===== src/scfr_buffer.sv =====
module scfr_buffer #(
  parameter int FRAME_BYTES = 512
) (
  input  logic                           clk,
  input  logic                           wr_en,
  input  logic [$clog2(FRAME_BYTES)-1:0] wr_addr,
  input  logic [7:0]                     wr_data,
  input  logic [$clog2(FRAME_BYTES)-1:0] rd_addr,
  output logic [7:0]                     rd_data
);

  logic [7:0] mem [FRAME_BYTES];
  logic [7:0] rd_data_r;

  always_ff @(posedge clk) begin
    if (wr_en) begin
      mem[wr_addr] <= wr_data;
    end
    rd_data_r <= mem[rd_addr];
  end

  assign rd_data = rd_data_r;

endmodule


===== config.mk =====
export PLATFORM = sky130hd
export DESIGN_NAME = scfr_buffer
export DESIGN_NICKNAME = d
export VERILOG_FILES = /design/src/scfr_buffer.sv
export SDC_FILE = /design/constraint.sdc
export NUM_CORES = 2
export LEC_CHECK = 0
export BUFFER_PORTS_ARGS = -buffer_cell sky130_fd_sc_hd__buf_2
export CORE_MARGIN = 3
export CORE_UTILIZATION = 43
export DETAILED_ROUTE_END_ITERATION = 7
export PLACE_DENSITY_LB_ADDON = 0.12
export SYNTH_ARGS = -nofsm -noshare
export SYNTH_HDL_FRONTEND = slang
export SYNTH_SLANG_ARGS = --single-unit

===== constraint.sdc =====
create_clock -name clk -period 2.2 [get_ports clk]
set_clock_uncertainty 0.1 [all_clocks]
set_input_delay 0.33 -clock clk [delete_from_list [all_inputs] [get_ports clk]]
set_output_delay 0.33 -clock clk [all_outputs]
set_load 0.005 [all_outputs]

==> flow_metrics.py <==
metrics = {
    "run_status": {
        "status": "finished with violations",
        "violations": "setup timing",
    },
    "cells_and_area": {
        "multi_input_area_um2": 35100,
        "fill_cells": 29240,
        "instances_no_fill": 15020,
        "nets": 9734,
        "syn2layout_area_growth_pct": 21.65,
        "drive_above_1_share_pct": 31.86,
        "seq_area_um2": 123200,
    },
    "timing": {
        "rsz0062_at_grt": "true",
        "finalHoldViolCount": 0,
        "postLayoutSetupSlackWorst_ns": -0.2972,
        "setup_tns_ns": -1.535,
        "clock.fmax_mhz": 400.4,
        "maxSlewViolCount": 0,
        "post-route-period-util_pct": 113.5,
        "tightest_slew_ns": 0.9823,
        "period_needed_ns": 2.497,
        "slew_headroom_pct": 34.01,
        "setup_viol_count_final": 9,
    },
    "grt": {
        "antenna_found_initial": 20,
        "grt_pass1_wl_um": 652500,
        "grt_pass1_vias": 87650,
        "grt_max_degree": 109,
        "grt_usage_pct": 23.76,
        "grt-ovfl-total": 0,
    },
    "logic_synthesis": {
        "ys_types": 51,
        "synth_area_um2": 159900,
        "synth_edf_count": 4096,
        "syn_avg_cell_area_um2": 19.92,
        "synth_seq_cells": 4104,
        "ys_async_sr_fraction_pct": 0,
        "ys.flop_type": "edfxtp_1",
        "ys_seq_area_share_pct": 77.01,
        "syn_nets": 8058,
        "syn_inst": 8030,
        "ys_warn_count": 0,
    },
    "floorplanning": {
        "core_area_um2": 369700,
        "chipWidth_um": 615.9,
        "io-pin-count": 36,
        "die_h_um": 615.9,
        "row_count": 223,
        "die-area_um2": 379300,
        "initial_core_util_pct": 43.26,
    },
    "power": {
        "vdd_drop_max_uv": 1085,
        "power_leakage_nw": 65.30,
        "p_per_area_nw_per_um2": 857.8,
    },
    "worst_setup_path": {
        "reg2regPathDepth": 9,
        "crit_type": "flip-flop to flip-flop",
        "path_buf_inv": 2,
        "worstPathRequired_ns": 3.03,
        "critPathMaxStageDelay_ns": 0.44,
        "cp-end-kind": "flip-flop",
        "cp.depth": 9,
        "path_cells": "mux2i_1 > o221ai_1 > a21oi_2 > nor4_4 > buf_4 > nand4_1 > nor4_4 > buf_4 > o2111a_1",
        "cpLargestDelayFamily": "simple AND/OR/NAND/NOR gates",
        "worstPathArrival_ns": 3.33,
        "critPathMaxFanout": 2,
        "crit_slowest_cell": "nor4_4",
        "critPathLaunchType": "flip-flop",
    },
    "job": {
        "drv_cap": 0,
    },
    "worst_hold_path": {
        "hold_depth": 5,
        "min_path_type": "input pin to flip-flop",
    },
    "place": {
        "hpwl_um": 304200,
        "pre_cts_ws_ns": -1.727,
        "gp_congestion": 0.8817,
        "dp.cells": 14220,
        "port_buffers": 35,
    },
    "detailed_routing": {
        "first_pass_iters": 5,
        "drc": 0,
        "via_per_inst": 5.743,
        "wl_per_cell_um": 30.37,
        "num_vias": 86280,
        "postRouteAntennaNets": 0,
        "drt-initial-drc-count": 8965,
        "wirelength_um": 456300,
    },
    "clock_network": {
        "clkTransAtPathRegs_ns": 0.06,
        "worst_skew_pair.late_latency_ns": 0.99,
        "cts_max_path_buffers": 4,
        "cts_root_buf": "clkbuf_16",
        "cts_htree_levels": 5,
        "cts_tree": "yes",
        "numCtsBuffers": 428,
        "numClockSinks": 4104,
    },
}
-- cells in the mapped netlist (6+ instances only) --
master	n	share of area (%)
nor2b_1	6	0.023
nor3_1	109	0.34
o31ai_1	13	0.061
a22oi_1	61	0.29
buf_1	41	0.096
or3_1	6	0.023
o21ai_0	118	0.37
buf_6	64	0.45
a211oi_1	17	0.080
o41ai_1	7	0.038
nor4_1	36	0.14
o2111a_1	8	0.056
nand3_1	36	0.11
a21oi_1	194	0.61
o22ai_1	163	0.64
mux2i_1	797	5.0
nor3b_1	8	0.038
buf_4	70	0.33
nand2_1	111	0.26
dfxtp_1	8	0.10
edfxtp_1	4096	77
and2_1	20	0.078
nor2_1	597	1.4
nand4_1	32	0.13
o221ai_1	371	2.0
buf_2	57	0.18
clkbuf_1	265	0.62
buf_8	11	0.10
mux4_2	654	9.2
-- registers in the layout, indices dropped and copies added, names as in the netlist --
signal	flops
mem	4096
rd_data	8
-- area by class of cell --
type / count / area share, %
multi-input combinational: 3410 / 18.04
tap: 4950 / 3.183
clock inverter: 270 / 1.269
clock buffer: 516 / 5.773
sequential: 4104 / 63.31
timing repair buffer: 1759 / 8.404
inverter: 3 / 0.009647
antenna: 10 / 0.01286
-- repair_timing --
item	in CTS	in global routing
hold buffers	9	0
pin swaps	42	27
buffers inserted	7	0
gates resized for setup	148	66
endpoints found under the setup margin	13	9
gates cloned	0	1
endpoints found under the hold margin	2287	0
-- metal layers --
layer  wire length, µm  track usage, %  vias to the layer above
li1                  -               -                    36880
met1            194100           33.97                    45730
met2            217600           38.00                     3041
met3             32200           4.069                      622
met4             12310           6.071                       12
met5                80               0                        -
-- cell families (layout without fill, tap and decap cells) --
family / count (synthesis) / count (layout) / share of synthesized area, %
flops: 4104 / 4104 / 77.01
mux: 1451 / 1451 / 14.20
simple gates: 980 / 980 / 2.631
compound gates: 979 / 979 / 4.313
buf+inv: 516 / 2548 / 1.849
other cells: 0 / 10 / 0
-- report_power, final --
part,leakage [nW],internal [W],switching [W]
Combinational,21.7,0.00375,0.00597
Sequential,36.9,0.0861,0.000116
Clock,6.69,0.0409,0.0301
-- per-stage QoR --
step,hold WS (ns),utilization (%),area (µm²),total power (W)
4_1_cts,0.03993,52.52,194200,0.1682
5_1_grt,0.1183,52.62,194500,0.1719
3_5_place_dp,0.5631,48.59,179600,0.09739
2_1_floorplan,0.3289,-,160200,0.09196
6_report,0.1099,52.62,194600,0.1669
3_3_place_gp,0.5556,48.59,179600,0.09730
-- worst paths after layout --
check / endpoint / start / slack (ns)
hold reg to reg: rd_data[7]$_DFF_P_ / mem[298][7]$_DFFE_PP_ / 1.00
setup / recovery: rd_data[5]$_DFF_P_ / mem[34][5]$_DFFE_PP_ / -0.30
hold / removal: rd_data[2]$_DFF_P_ / rd_addr[3] / 0.11
setup reg to reg: rd_data[5]$_DFF_P_ / mem[34][5]$_DFFE_PP_ / -0.30
-- tightest hold or removal path, cell delays in order --
cell	delay (ns)
buf_2	0.11
buf_12	0.15
buf_4	0.24
o41ai_1	0.13
o2111a_1	0.19
-- cells in the final DEF, fill, tap and decap left out, types with 39 or more instances in the layout --
cell type  netlist  layout
clkinv_2         0      86
bufinv_16        0      39
nor2_1         597     594
o221ai_2         1      58
o221ai_1       371     314
o21ai_0        118      94
nor3_1         109     103
edfxtp_1      4096    4096
o22ai_1        163     144
mux2i_1        797     794
clkinv_1         0     100
clkbuf_1       265      78
clkbuf_16        0     437
mux4_2         654     654
buf_12           5     240
a21oi_1        194     181
a22oi_1         61      59
buf_4           70    1464
nand2_1        111      93
(Power assumes the default switching activity.)
