===== src/scfr_pkg.sv =====
package scfr_pkg;

  localparam int DEF_FRAME_BYTES = 512;
  localparam int DEF_MAX_SERVOS  = 32;

  localparam int IDX_W      = 9;
  localparam int CFG_IDX_W  = 2;
  localparam int CFG_DATA_W = 8;

  localparam logic [7:0] HEADER_BYTE    = 8'h55;
  localparam logic [7:0] FRAME_LEN_MIN  = 8'd2;

  localparam logic [CFG_IDX_W-1:0] REG_CODE_SERVO_MOVE  = 2'd0;
  localparam logic [CFG_IDX_W-1:0] REG_CODE_ACTION_RUN  = 2'd1;
  localparam logic [CFG_IDX_W-1:0] REG_CODE_ACTION_STOP = 2'd2;

  typedef enum logic [1:0] {
    KIND_SERVO_MOVE  = 2'd0,
    KIND_ACTION_RUN  = 2'd1,
    KIND_ACTION_STOP = 2'd2
  } kind_t;

  typedef struct packed {
    logic [7:0] servo_move;
    logic [7:0] action_run;
    logic [7:0] action_stop;
  } cfg_t;

  typedef struct packed {
    logic       start;
    logic [7:0] len;
  } dec_req_t;

endpackage


===== src/scfr_decoder.sv =====
module scfr_decoder #(
  parameter int MAX_SERVOS = 32
) (
  input  logic                  clk,
  input  logic                  rst_n,
  input  scfr_pkg::cfg_t        cfg,
  input  scfr_pkg::dec_req_t    req,
  output logic                  busy,
  output logic [scfr_pkg::IDX_W-1:0] rd_addr,
  input  logic [7:0]            rd_data,
  output logic                  out_valid,
  input  logic                  out_stall,
  output logic [1:0]            out_result_kind,
  output logic [7:0]            out_servo_id,
  output logic [15:0]           out_servo_position,
  output logic [15:0]           out_move_time,
  output logic [7:0]            out_action_group,
  output logic [15:0]           out_run_count,
  output logic                  out_last
);

  import scfr_pkg::*;

  localparam int CNT_W = $clog2(MAX_SERVOS + 1);

  localparam logic [IDX_W-1:0] ADDR_CMD   = 9'd3;
  localparam logic [IDX_W-1:0] ADDR_COUNT = 9'd4;
  localparam logic [IDX_W-1:0] ADDR_WLO   = 9'd5;
  localparam logic [IDX_W-1:0] ADDR_WHI   = 9'd6;
  localparam logic [IDX_W-1:0] ADDR_ENTRY = 9'd7;
  localparam logic [IDX_W-1:0] ENTRY_STEP = 9'd3;
  localparam logic [7:0]       LEN_ONE_ENTRY = 8'd8;

  typedef enum logic [3:0] {
    S_IDLE, S_A3, S_A4, S_A5, S_A6, S_CHK, S_E0, S_E1, S_E2, S_E3, S_PUT
  } state_t;

  state_t            state_r, state_nxt;
  logic [7:0]        len_r, len_nxt;
  logic [7:0]        cmd_r, cmd_nxt;
  logic [7:0]        b4_r, b4_nxt;
  logic [7:0]        b5_r, b5_nxt;
  logic [15:0]       time_r, time_nxt;
  logic [IDX_W-1:0]  base_r, base_nxt;
  logic [CNT_W-1:0]  idx_r, idx_nxt;
  logic [CNT_W-1:0]  cnt_r, cnt_nxt;
  kind_t             kind_r, kind_nxt;
  logic [7:0]        id_r, id_nxt;
  logic [15:0]       pos_r, pos_nxt;
  logic              rd_ok_r, rd_ok_nxt;

  logic              ov_r, ov_nxt;
  logic [1:0]        okind_r, okind_nxt;
  logic [7:0]        oid_r, oid_nxt;
  logic [15:0]       opos_r, opos_nxt;
  logic [15:0]       otime_r, otime_nxt;
  logic [7:0]        ogrp_r, ogrp_nxt;
  logic [15:0]       ocnt_r, ocnt_nxt;
  logic              olast_r, olast_nxt;

  logic [7:0]        byte_v;
  logic              out_free;
  logic              emit;
  logic [15:0]       e_pos;
  logic              next_fits;
  logic              last_entry;
  logic              is_move;
  logic              is_run;
  logic              is_stop;
  logic [CNT_W-1:0]  cnt_lim;

  always_comb begin
    case (state_r)
      S_A3:    rd_addr = ADDR_CMD;
      S_A4:    rd_addr = ADDR_COUNT;
      S_A5:    rd_addr = ADDR_WLO;
      S_A6:    rd_addr = ADDR_WHI;
      S_E0:    rd_addr = base_r;
      S_E1:    rd_addr = base_r + 9'd1;
      S_E2:    rd_addr = base_r + 9'd2;
      default: rd_addr = '0;
    endcase
  end

  // bytes beyond the end of the frame read as zero
  assign rd_ok_nxt = ({1'b0, rd_addr} <= ({2'b00, len_r} + 10'd1));
  assign byte_v    = rd_ok_r ? rd_data : 8'd0;

  assign out_free   = !ov_r || !out_stall;
  assign e_pos      = (state_r == S_E3) ? {byte_v, pos_r[7:0]} : pos_r;
  assign next_fits  = (({1'b0, base_r} + 10'd5) <= ({2'b00, len_r} + 10'd1));
  assign last_entry = ((idx_r + CNT_W'(1)) == cnt_r) || !next_fits;
  assign emit       = out_free && ((state_r == S_E3) || (state_r == S_PUT));

  assign is_move = (cmd_r == cfg.servo_move);
  assign is_run  = !is_move && (cmd_r == cfg.action_run);
  assign is_stop = !is_move && !is_run && (cmd_r == cfg.action_stop);
  assign cnt_lim = (b4_r > 8'(MAX_SERVOS)) ? CNT_W'(MAX_SERVOS) : CNT_W'(b4_r);

  always_comb begin
    state_nxt = state_r;
    len_nxt   = len_r;
    cmd_nxt   = cmd_r;
    b4_nxt    = b4_r;
    b5_nxt    = b5_r;
    time_nxt  = time_r;
    base_nxt  = base_r;
    idx_nxt   = idx_r;
    cnt_nxt   = cnt_r;
    kind_nxt  = kind_r;
    id_nxt    = id_r;
    pos_nxt   = pos_r;
    ov_nxt    = ov_r && out_stall;
    okind_nxt = okind_r;
    oid_nxt   = oid_r;
    opos_nxt  = opos_r;
    otime_nxt = otime_r;
    ogrp_nxt  = ogrp_r;
    ocnt_nxt  = ocnt_r;
    olast_nxt = olast_r;

    case (state_r)
      S_IDLE: begin
        if (req.start) begin
          len_nxt   = req.len;
          state_nxt = S_A3;
        end
      end
      S_A3: state_nxt = S_A4;
      S_A4: begin
        cmd_nxt   = byte_v;
        state_nxt = S_A5;
      end
      S_A5: begin
        b4_nxt    = byte_v;
        state_nxt = S_A6;
      end
      S_A6: begin
        b5_nxt    = byte_v;
        state_nxt = S_CHK;
      end
      S_CHK: begin
        time_nxt = {byte_v, b5_r};
        if (is_move) begin
          kind_nxt = KIND_SERVO_MOVE;
          base_nxt = ADDR_ENTRY;
          idx_nxt  = '0;
          cnt_nxt  = cnt_lim;
          if ((cnt_lim != '0) && (len_r >= LEN_ONE_ENTRY)) begin
            state_nxt = S_E0;
          end else begin
            state_nxt = S_IDLE;
          end
        end else if (is_run) begin
          kind_nxt  = KIND_ACTION_RUN;
          state_nxt = S_PUT;
        end else if (is_stop) begin
          kind_nxt  = KIND_ACTION_STOP;
          state_nxt = S_PUT;
        end else begin
          state_nxt = S_IDLE;
        end
      end
      S_E0: state_nxt = S_E1;
      S_E1: begin
        id_nxt    = byte_v;
        state_nxt = S_E2;
      end
      S_E2: begin
        pos_nxt   = {pos_r[15:8], byte_v};
        state_nxt = S_E3;
      end
      S_E3: begin
        pos_nxt = e_pos;
        if (!out_free) begin
          state_nxt = S_PUT;
        end
      end
      S_PUT: ;
      default: state_nxt = S_IDLE;
    endcase

    if (emit) begin
      ov_nxt    = 1'b1;
      okind_nxt = kind_r;
      oid_nxt   = 8'd0;
      opos_nxt  = 16'd0;
      otime_nxt = 16'd0;
      ogrp_nxt  = 8'd0;
      ocnt_nxt  = 16'd0;
      olast_nxt = 1'b1;
      state_nxt = S_IDLE;
      case (kind_r)
        KIND_SERVO_MOVE: begin
          oid_nxt   = id_r;
          opos_nxt  = e_pos;
          otime_nxt = time_r;
          olast_nxt = last_entry;
          if (!last_entry) begin
            base_nxt  = base_r + ENTRY_STEP;
            idx_nxt   = idx_r + CNT_W'(1);
            state_nxt = S_E0;
          end
        end
        KIND_ACTION_RUN: begin
          ogrp_nxt = b4_r;
          ocnt_nxt = time_r;
        end
        default: ;
      endcase
    end
  end

  always_ff @(posedge clk) begin
    if (!rst_n) begin
      state_r <= S_IDLE;
      ov_r    <= 1'b0;
      rd_ok_r <= 1'b0;
    end else begin
      state_r <= state_nxt;
      ov_r    <= ov_nxt;
      rd_ok_r <= rd_ok_nxt;
    end
    len_r   <= len_nxt;
    cmd_r   <= cmd_nxt;
    b4_r    <= b4_nxt;
    b5_r    <= b5_nxt;
    time_r  <= time_nxt;
    base_r  <= base_nxt;
    idx_r   <= idx_nxt;
    cnt_r   <= cnt_nxt;
    kind_r  <= kind_nxt;
    id_r    <= id_nxt;
    pos_r   <= pos_nxt;
    okind_r <= okind_nxt;
    oid_r   <= oid_nxt;
    opos_r  <= opos_nxt;
    otime_r <= otime_nxt;
    ogrp_r  <= ogrp_nxt;
    ocnt_r  <= ocnt_nxt;
    olast_r <= olast_nxt;
  end

  assign busy               = (state_r != S_IDLE);
  assign out_valid          = ov_r;
  assign out_result_kind    = okind_r;
  assign out_servo_id       = oid_r;
  assign out_servo_position = opos_r;
  assign out_move_time      = otime_r;
  assign out_action_group   = ogrp_r;
  assign out_run_count      = ocnt_r;
  assign out_last           = olast_r;

endmodule


===== config.mk =====
export PLATFORM = sky130hd
export DESIGN_NAME = scfr_decoder
export DESIGN_NICKNAME = d
export VERILOG_FILES = /design/src/scfr_pkg.sv /design/src/scfr_decoder.sv
export SDC_FILE = /design/constraint.sdc
export NUM_CORES = 1
export LEC_CHECK = 0
export ABC_CLOCK_PERIOD_IN_PS = 3400
export BUFFER_PORTS_ARGS = -buffer_cell sky130_fd_sc_hd__buf_4
export CAP_MARGIN = 20
export CORE_AREA = 10 10 143 145
export CTS_CLUSTER_SIZE = 20
export DETAILED_ROUTE_END_ITERATION = 7
export DIE_AREA = 0 0 153 155
export GPL_ROUTABILITY_DRIVEN = 0
export MAX_ROUTING_LAYER = met4
export SLEW_MARGIN = 40
export SYNTH_ARGS = -nofsm -noshare
export SYNTH_HDL_FRONTEND = slang
export SYNTH_SLANG_ARGS = --single-unit

===== constraint.sdc =====
create_clock -name clk -period 3.4 [get_ports clk]
set_input_delay 0.34 -clock clk [delete_from_list [all_inputs] [get_ports clk]]
set_output_delay 0.34 -clock clk [all_outputs]
set_load 0.01 [all_outputs]

==> run summary, run 1 <==
Number of warnings issued by yosys = 0
Total negative slack = 0 ns
Actual transition at the worst max-transition pin = 0.6833 ns
RSZ-0062 raised after global routing = no
Leakage Power = 3.635 nW
Clock-pin slew of the registers on the worst-case setup and hold paths = 0.07 ns
N_diodes = 0
Average wire length per cell after detail routing = 18.13 µm
FP Rows = 49
Io pins = 122
Final cell count without fillers = 987
Kind of end point of the critical path = register
Share of the core filled with cells = 53.20%
Period utilisation layout = 96.06%
Sequential Area = 0.004836 mm²
Final HPWL from detailed placement = 13.57 mm
Number of placed cells counting well taps = 955
Final setup skew = 0.008123 ns
Detailed-route via count = 5,048
Power per standard cell area = 467.3 mW/mm²
Number of filler cells placed in the layout = 1,533
Area of the multi-input gates = 0.002569 mm²
Number of enable-type register cells in the synthesized netlist = 147
Distinct cell type count after synthesis = 55
Setup WS pre-CTS = 0.1783 ns
Clock insertion delay at the later pin of the skew report = 0.43 ns
Max Fclk = 306.2 MHz
Slew margin rel. = 54.10%
Data arrival time of the worst path = 3.61 ns
Type of origin of the critical path = register
Data required time of the critical path = 3.74 ns
Part of the Yosys area used for sequential elements = 63.55%
Drt drc = 0
Total grt overflow = 0
TritonCTS Sinks = 168
Nets in the synthesized netlist = 684
Number of design-rule violations left by the first detailed-router iteration = 427
Routed wire length = 17.90 mm
Remaining antenna violation count = 0
Global-route total usage across every layer = 15.18%
Mapped Avg Cell Area = 12.39 µm²
Placed standard-cell area = 0.008797 mm²
Final Max Tran Viols = 0
Post-route minimum period = 3.266 ns
Initial core utilization = 43.08%
Clk Tree Root Cell = sky130_fd_sc_hd__clkbuf_16
Via count of the first global-routing pass = 5,123
Fraction of layout instances using a drive strength above 1 = 24.27%
IO Port Bufs = 121
Final Setup Violations = 0
Wire length of the first global-routing pass = 27.72 mm
Post-synth top flop = sky130_fd_sc_hd__edfxtp_1
Number of storage elements in the synthesis netlist = 168
Hold crit path type = in -> reg
Number of nets in the final layout = 815
Combined area of all synthesized cells = 0.007607 mm²
Total setup buffers inserted after CTS = 0
Die Y-Extent = 155 µm
Area of the die = 0.02372 mm²
Final Cell Area = 0.009393 mm²
Share of synthesized flip-flops with an asynchronous set or reset = 0%
Synth Instances = 614
Layout area overhead = 23.47%
Final Power = 4.390 mW
Antenna violations before repair = 0
CP Max Fanout = 14
Worst vdd ir = 0.3465 mV
TritonCTS buffer count = 17
Ratio of routed vias to standard cells = 5.114
Post-route worst hold slack = 0.08818 ns
Total iterations of the first detailed-routing run = 7
Crit Path Class = reg -> reg
Max Root-Sink Buffers = 2
Area of the core = 0.01766 mm²
Worst path setup slack after routing = 0.1341 ns
Die W = 153 µm
Pin count of the biggest net entering global routing = 33
TritonCTS clock tree = done
Maximum Capacitance Violations = 0
Final count of hold timing violations = 0
Htree depth = 4
Run status = complete, no violations
-- layer usage --
layer	wire [µm]	part of all wire, %	up-vias	track usage (%)
met5	0	0	-	-
met4	299	1.7	0	5.904
met3	1012	5.7	25	3.060
met2	8295	46	197	23.47
met1	8291	46	2373	19.35
li1	-	-	2453	-
-- Yosys cell counts (all sizes together), types with 3 or more instances --
master	instances	area, µm²
nand2	50	187.7
o21ai	20	100.1
a21o	5	37.54
a21oi	33	176.4
or2	5	31.28
mux2i	3	30.03
inv	25	93.84
a31oi	7	50.05
nand3	17	90.09
clkbuf	14	52.55
and2	62	390.4
and3	4	30.03
o21a	3	22.52
ha	26	325.3
edfxtp	147	4414
nor4	8	56.30
nor2	51	191.4
nor3	13	65.06
nand2b	4	25.02
buf	10	75.07
nand4	6	37.54
dfxtp	21	420.4
xor2	29	254.0
a31o	3	26.28
or3	3	18.77
xnor2	21	183.9
-- registers in the layout (all words and copies together) (netlist names) --
name                cells
out_move_time          16
out_run_count          16
out_servo_position     16
pos_r                  16
time_r                 16
base_r                  9
b4_r                    8
b5_r                    8
cmd_r                   8
id_r                    8
len_r                   8
out_action_group        8
out_servo_id            8
cnt_r                   6
idx_r                   6
state_r                 4
kind_r                  2
out_result_kind         2
out_last                1
out_valid               1
rd_ok_r                 1
-- critical path, cell delays in order (launching register included) --
cell and delay (ns):
sky130_fd_sc_hd__dfxtp_1 0.57, sky130_fd_sc_hd__nor2_1 0.18, sky130_fd_sc_hd__nand3_1 0.28, sky130_fd_sc_hd__inv_2 0.20, sky130_fd_sc_hd__a221o_1 0.38, sky130_fd_sc_hd__a22o_1 0.30
sky130_fd_sc_hd__ha_1 0.34, sky130_fd_sc_hd__nand2_1 0.08, sky130_fd_sc_hd__or4_1 0.55, sky130_fd_sc_hd__nand2_1 0.09, sky130_fd_sc_hd__nand2_1 0.06, sky130_fd_sc_hd__a31oi_1 0.15
-- final timing paths --
check | startpoint | end | slack [ns] | cells past startpoint
worst min-delay path | req[3] | len_r[3] | 0.09 | 1
worst max-delay path | state_r[2] | rd_ok_r | 0.13 | 11
worst max register to register | state_r[2] | rd_ok_r | 0.13 | 11
worst min register to register | b5_r[6] | time_r[6] | 0.42 | 0
-- placed cells by master (no fill, tap or decap), types with 3 or more instances in the layout --
cell,netlist,final
sky130_fd_sc_hd__clkbuf_16,0,17
sky130_fd_sc_hd__o21ai_0,7,7
sky130_fd_sc_hd__nand2b_1,4,4
sky130_fd_sc_hd__mux2i_1,3,3
sky130_fd_sc_hd__and2_1,61,61
sky130_fd_sc_hd__inv_6,0,4
sky130_fd_sc_hd__nand3_1,16,16
sky130_fd_sc_hd__or2_1,4,4
sky130_fd_sc_hd__nor3_1,13,11
sky130_fd_sc_hd__nor4_1,7,7
sky130_fd_sc_hd__nand2_1,50,50
sky130_fd_sc_hd__or3_1,3,3
sky130_fd_sc_hd__buf_4,1,136
sky130_fd_sc_hd__o21ai_1,13,13
sky130_fd_sc_hd__a21o_1,5,5
sky130_fd_sc_hd__inv_1,19,19
sky130_fd_sc_hd__a31oi_1,6,6
sky130_fd_sc_hd__a21oi_1,32,32
sky130_fd_sc_hd__nor2_1,51,51
sky130_fd_sc_hd__xor2_1,29,29
sky130_fd_sc_hd__a31o_1,3,3
sky130_fd_sc_hd__o21a_1,3,3
sky130_fd_sc_hd__inv_8,0,3
sky130_fd_sc_hd__edfxtp_1,147,147
sky130_fd_sc_hd__ha_1,26,26
sky130_fd_sc_hd__dfxtp_1,21,20
sky130_fd_sc_hd__nand4_1,6,6
sky130_fd_sc_hd__inv_2,6,6
sky130_fd_sc_hd__xnor2_1,21,21
sky130_fd_sc_hd__and3_1,3,3
-- cell type report --
cell class,instances,share of cell area [%]
multi-input cells,397,27.35
well taps,229,3.050
clock inverters,15,1.718
inverters,25,0.9991
flip-flops and latches,168,51.49
repair buffers,136,10.87
clock buffers,17,4.529
-- cell families after synthesis --
group                    after synthesis  synth area share (%)
adder cells (fa/ha/maj)               26                 4.276
flip-flops                           168                 63.55
AO/OA/AOI/OAI                         87                 7.352
buffers and inverters                 49                 2.911
XOR/XNOR                              51                 6.053
multiplexers                           3                0.3948
AND/OR/NAND/NOR                      230                 15.46
-- where the power goes --
group / leakage [nW] / internal [mW] / switching [mW]
combinational: 1.84 / 0.0999 / 0.125
clock: 0.287 / 1.04 / 0.853
sequential: 1.51 / 2.25 / 0.0251
-- repair_timing --
item	in CTS	in global routing
setup endpoints to repair	0	2
hold buffers	0	0
resized for setup	0	2
No activity file was read; power rests on OpenSTA's default activity.
==> run 2: changes to the inputs <==
- MAX_ROUTING_LAYER: met4 -> unset
==> run 2 against run 1 <==
  * Flip-flop and latch count did not move
  * Critical path depth unchanged
  * Worst hold slack gained 0.0025 ns
  * Combinational power hardly changed
  * Via count fell by 1.1%
  * Non-clock buffer count unchanged
  * Register-to-register slack better by 0.03 ns
  * Maximum frequency is 0.93% higher
  * Clock-buffer cell count is the same
  * Clock skew about the same
  * Highest routed layer unchanged
==> run summary, run 2 (synthesized netlist as in run 1, its figures left out) <==
Crit Path Class = reg -> reg
Io pins = 122 (unchanged)
Total setup buffers inserted after CTS = 0 (unchanged)
Type of origin of the critical path = register
Total grt overflow = 0 (unchanged)
Number of nets in the final layout = 815 (unchanged)
Slew margin rel. = 53.99% (-0.11 points)
Die Y-Extent = 155 µm (unchanged)
TritonCTS clock tree = done
Endpoint of the most critical register-to-register path = rd_ok_r
Final Cell Area = 0.009393 mm² (unchanged)
Area of the die = 0.02372 mm² (unchanged)
Worst vdd ir = 0.3420 mV (-1.3%)
CTS-repair resized insts = 0 (unchanged)
Cell mode on critical path = sky130_fd_sc_hd__nand2_1
IO Port Bufs = 121 (unchanged)
Layout area overhead = 23.47% (unchanged)
WHS Endpoint = len_r[2]
Hold crit path type = in -> reg
Data required time of the critical path = 3.74 ns (about the same)
Clk Tree Root Cell = sky130_fd_sc_hd__clkbuf_16
Leading cell type in the layout, fill and taps excluded = sky130_fd_sc_hd__edfxtp_1
Total negative slack = 0 ns (unchanged)
Wire length of the first global-routing pass = 27.77 mm (+0.17%)
Max Root-Sink Buffers = 2 (unchanged)
Data arrival time of the worst path = 3.58 ns (-0.03 ns)
Detailed-route via count = 4,991 (-1.1%)
Clock insertion delay at the later pin of the skew report = 0.42 ns (about the same)
Worst-case reg-to-reg path depth = 11 (unchanged)
Period utilisation layout = 95.17% (-0.88 points)
FP Rows = 49 (unchanged)
Number of design-rule violations left by the first detailed-router iteration = 445 (+4.2%)
Final count of hold timing violations = 0 (unchanged)
Number of filler cells placed in the layout = 1,533 (unchanged)
Fraction of layout instances using a drive strength above 1 = 24.27% (unchanged)
Final setup skew = 0.008067 ns (-0.00005590 ns)
Top library cells by usage in the layout, fill and taps aside = sky130_fd_sc_hd__edfxtp_1 (147), sky130_fd_sc_hd__buf_4 (136), sky130_fd_sc_hd__and2_1 (61)
Global-route total usage across every layer = 14.78% (-0.40 points)
Via count of the first global-routing pass = 5,137 (+0.27%)
Area of the multi-input gates = 0.002569 mm² (unchanged)
Power per standard cell area = 466.9 mW/mm² (about the same)
N_diodes = 0 (unchanged)
Sequential Area = 0.004836 mm² (unchanged)
Average wire length per cell after detail routing = 18.05 µm (-0.48%)
Start point of the worst hold path = req[2]
Drt drc = 0 (unchanged)
TritonCTS buffer count = 17 (unchanged)
Area of the core = 0.01766 mm² (unchanged)
Crit-path cells = nor2_1 -> nand3_1 -> inv_2 -> a221o_1 -> a22o_1 -> ha_1 -> nand2_1 -> or4_1 -> nand2_1 -> nand2_1 -> a31oi_1
FF-to-FF setup slack = 0.16 ns (+0.03 ns)
Post-route minimum period = 3.236 ns (-0.03006 ns)
TritonCTS Sinks = 168 (unchanged)
Actual transition at the worst max-transition pin = 0.6849 ns (+0.001594 ns)
Post-cts hold buffer count = 0 (unchanged)
Hold depth = 1 (unchanged)
Ratio of routed vias to standard cells = 5.057 (-1.1%)
Routed wire length = 17.81 mm (-0.48%)
Reg-to-reg critical path startpoint = state_r[2]
Die W = 153 µm (unchanged)
Antenna violations before repair = 0 (unchanged)
Longest individual stage delay on the worst path = 0.56 ns (about the same)
Slowest stage cell on the critical path = sky130_fd_sc_hd__dfxtp_1
CP Max Fanout = 14 (unchanged)
Run status = complete, no violations
Final HPWL from detailed placement = 13.57 mm (unchanged)
RSZ-0062 raised after global routing = no
Pin count of the biggest net entering global routing = 33 (unchanged)
Placed standard-cell area = 0.008797 mm² (unchanged)
Final Max Tran Viols = 0 (unchanged)
Htree depth = 4 (unchanged)
Total iterations of the first detailed-routing run = 5 (-2)
Max Fclk = 309.0 MHz (+0.93%)
Leakage Power = 3.635 nW (unchanged)
Kind of end point of the critical path = register
Initial core utilization = 43.08% (unchanged)
Final Power = 4.386 mW (about the same)
Remaining antenna violation count = 0 (unchanged)
Clock-pin slew of the registers on the worst-case setup and hold paths = 0.07 ns (about the same)
Final Setup Violations = 0 (unchanged)
Maximum Capacitance Violations = 0 (unchanged)
-- run 2: cell counts in the layout (fill, tap and decap cells not counted) --
No cell type changed its count.
-- run 2: how the worst max path moves through the flow --
stage / start / end / slack, ns / depth (start not counted)
2_1_floorplan: state_r[1] / rd_ok_r / 0.26 / 11
3_3_place_gp: state_r[1] / rd_ok_r / 0.23 / 11
3_5_place_dp: state_r[1] / rd_ok_r / 0.18 / 11
4_1_cts: state_r[1] / rd_ok_r / 0.16 / 11
5_1_grt: state_r[2] / rd_ok_r / 0.01 / 11
6_report: state_r[2] / rd_ok_r / 0.16 / 11
-- run 2: layer usage --
layer  share of wire, %  vias up  global-route usage (%)  routed length, µm
li1                   -     2451                       -                  -
met4                1.5        0                   5.767                260
met3                6.2       20                   3.805               1103
met5                  0        -                       0                  0
met1                 46     2349                   18.97               8144
met2                 47      171                   23.49               8306
-- run 2: report_power, final --
part	internal (mW)	switching, mW
clock network	1.04	0.848
logic	0.0999	0.125
registers	2.25	0.0252
total	3.39	0.999
-- run 2: worst max-delay path, delay by kind of cell (launching register included) --
| kind | cells | cell delay [ns] |
|---|---|---|
| AOI/OAI and AO/OA | 3 | 0.82 |
| adders and majority gates | 1 | 0.33 |
| buffers and inverters | 1 | 0.20 |
| DFF | 1 | 0.56 |
| and+or+nand+nor | 6 | 1.24 |
-- run 2: final cells by class --
type                            count  share of cell area (%)
Sequential cell                   168                   51.49
Clock buffer                       17                   4.529
Multi-Input combinational cell    397                   27.35
Inverter                           25                  0.9991
Timing Repair Buffer              136                   10.87
Clock inverter                     15                   1.718
Tap cell                          229                   3.050
-- run 2: metrics by stage --
stage	util [%]	setup slack, ns	cells	hold slack [ns]
final	53.20	0.1641	987	0.09064
after global routing	53.20	0.01448	987	0.07426
after CTS	53.15	0.1585	987	0.07241
after detailed placement	49.82	0.1783	955	0.4045
after global placement	49.77	0.2261	955	0.4014
after floorplan	-	0.2591	614	0.4003
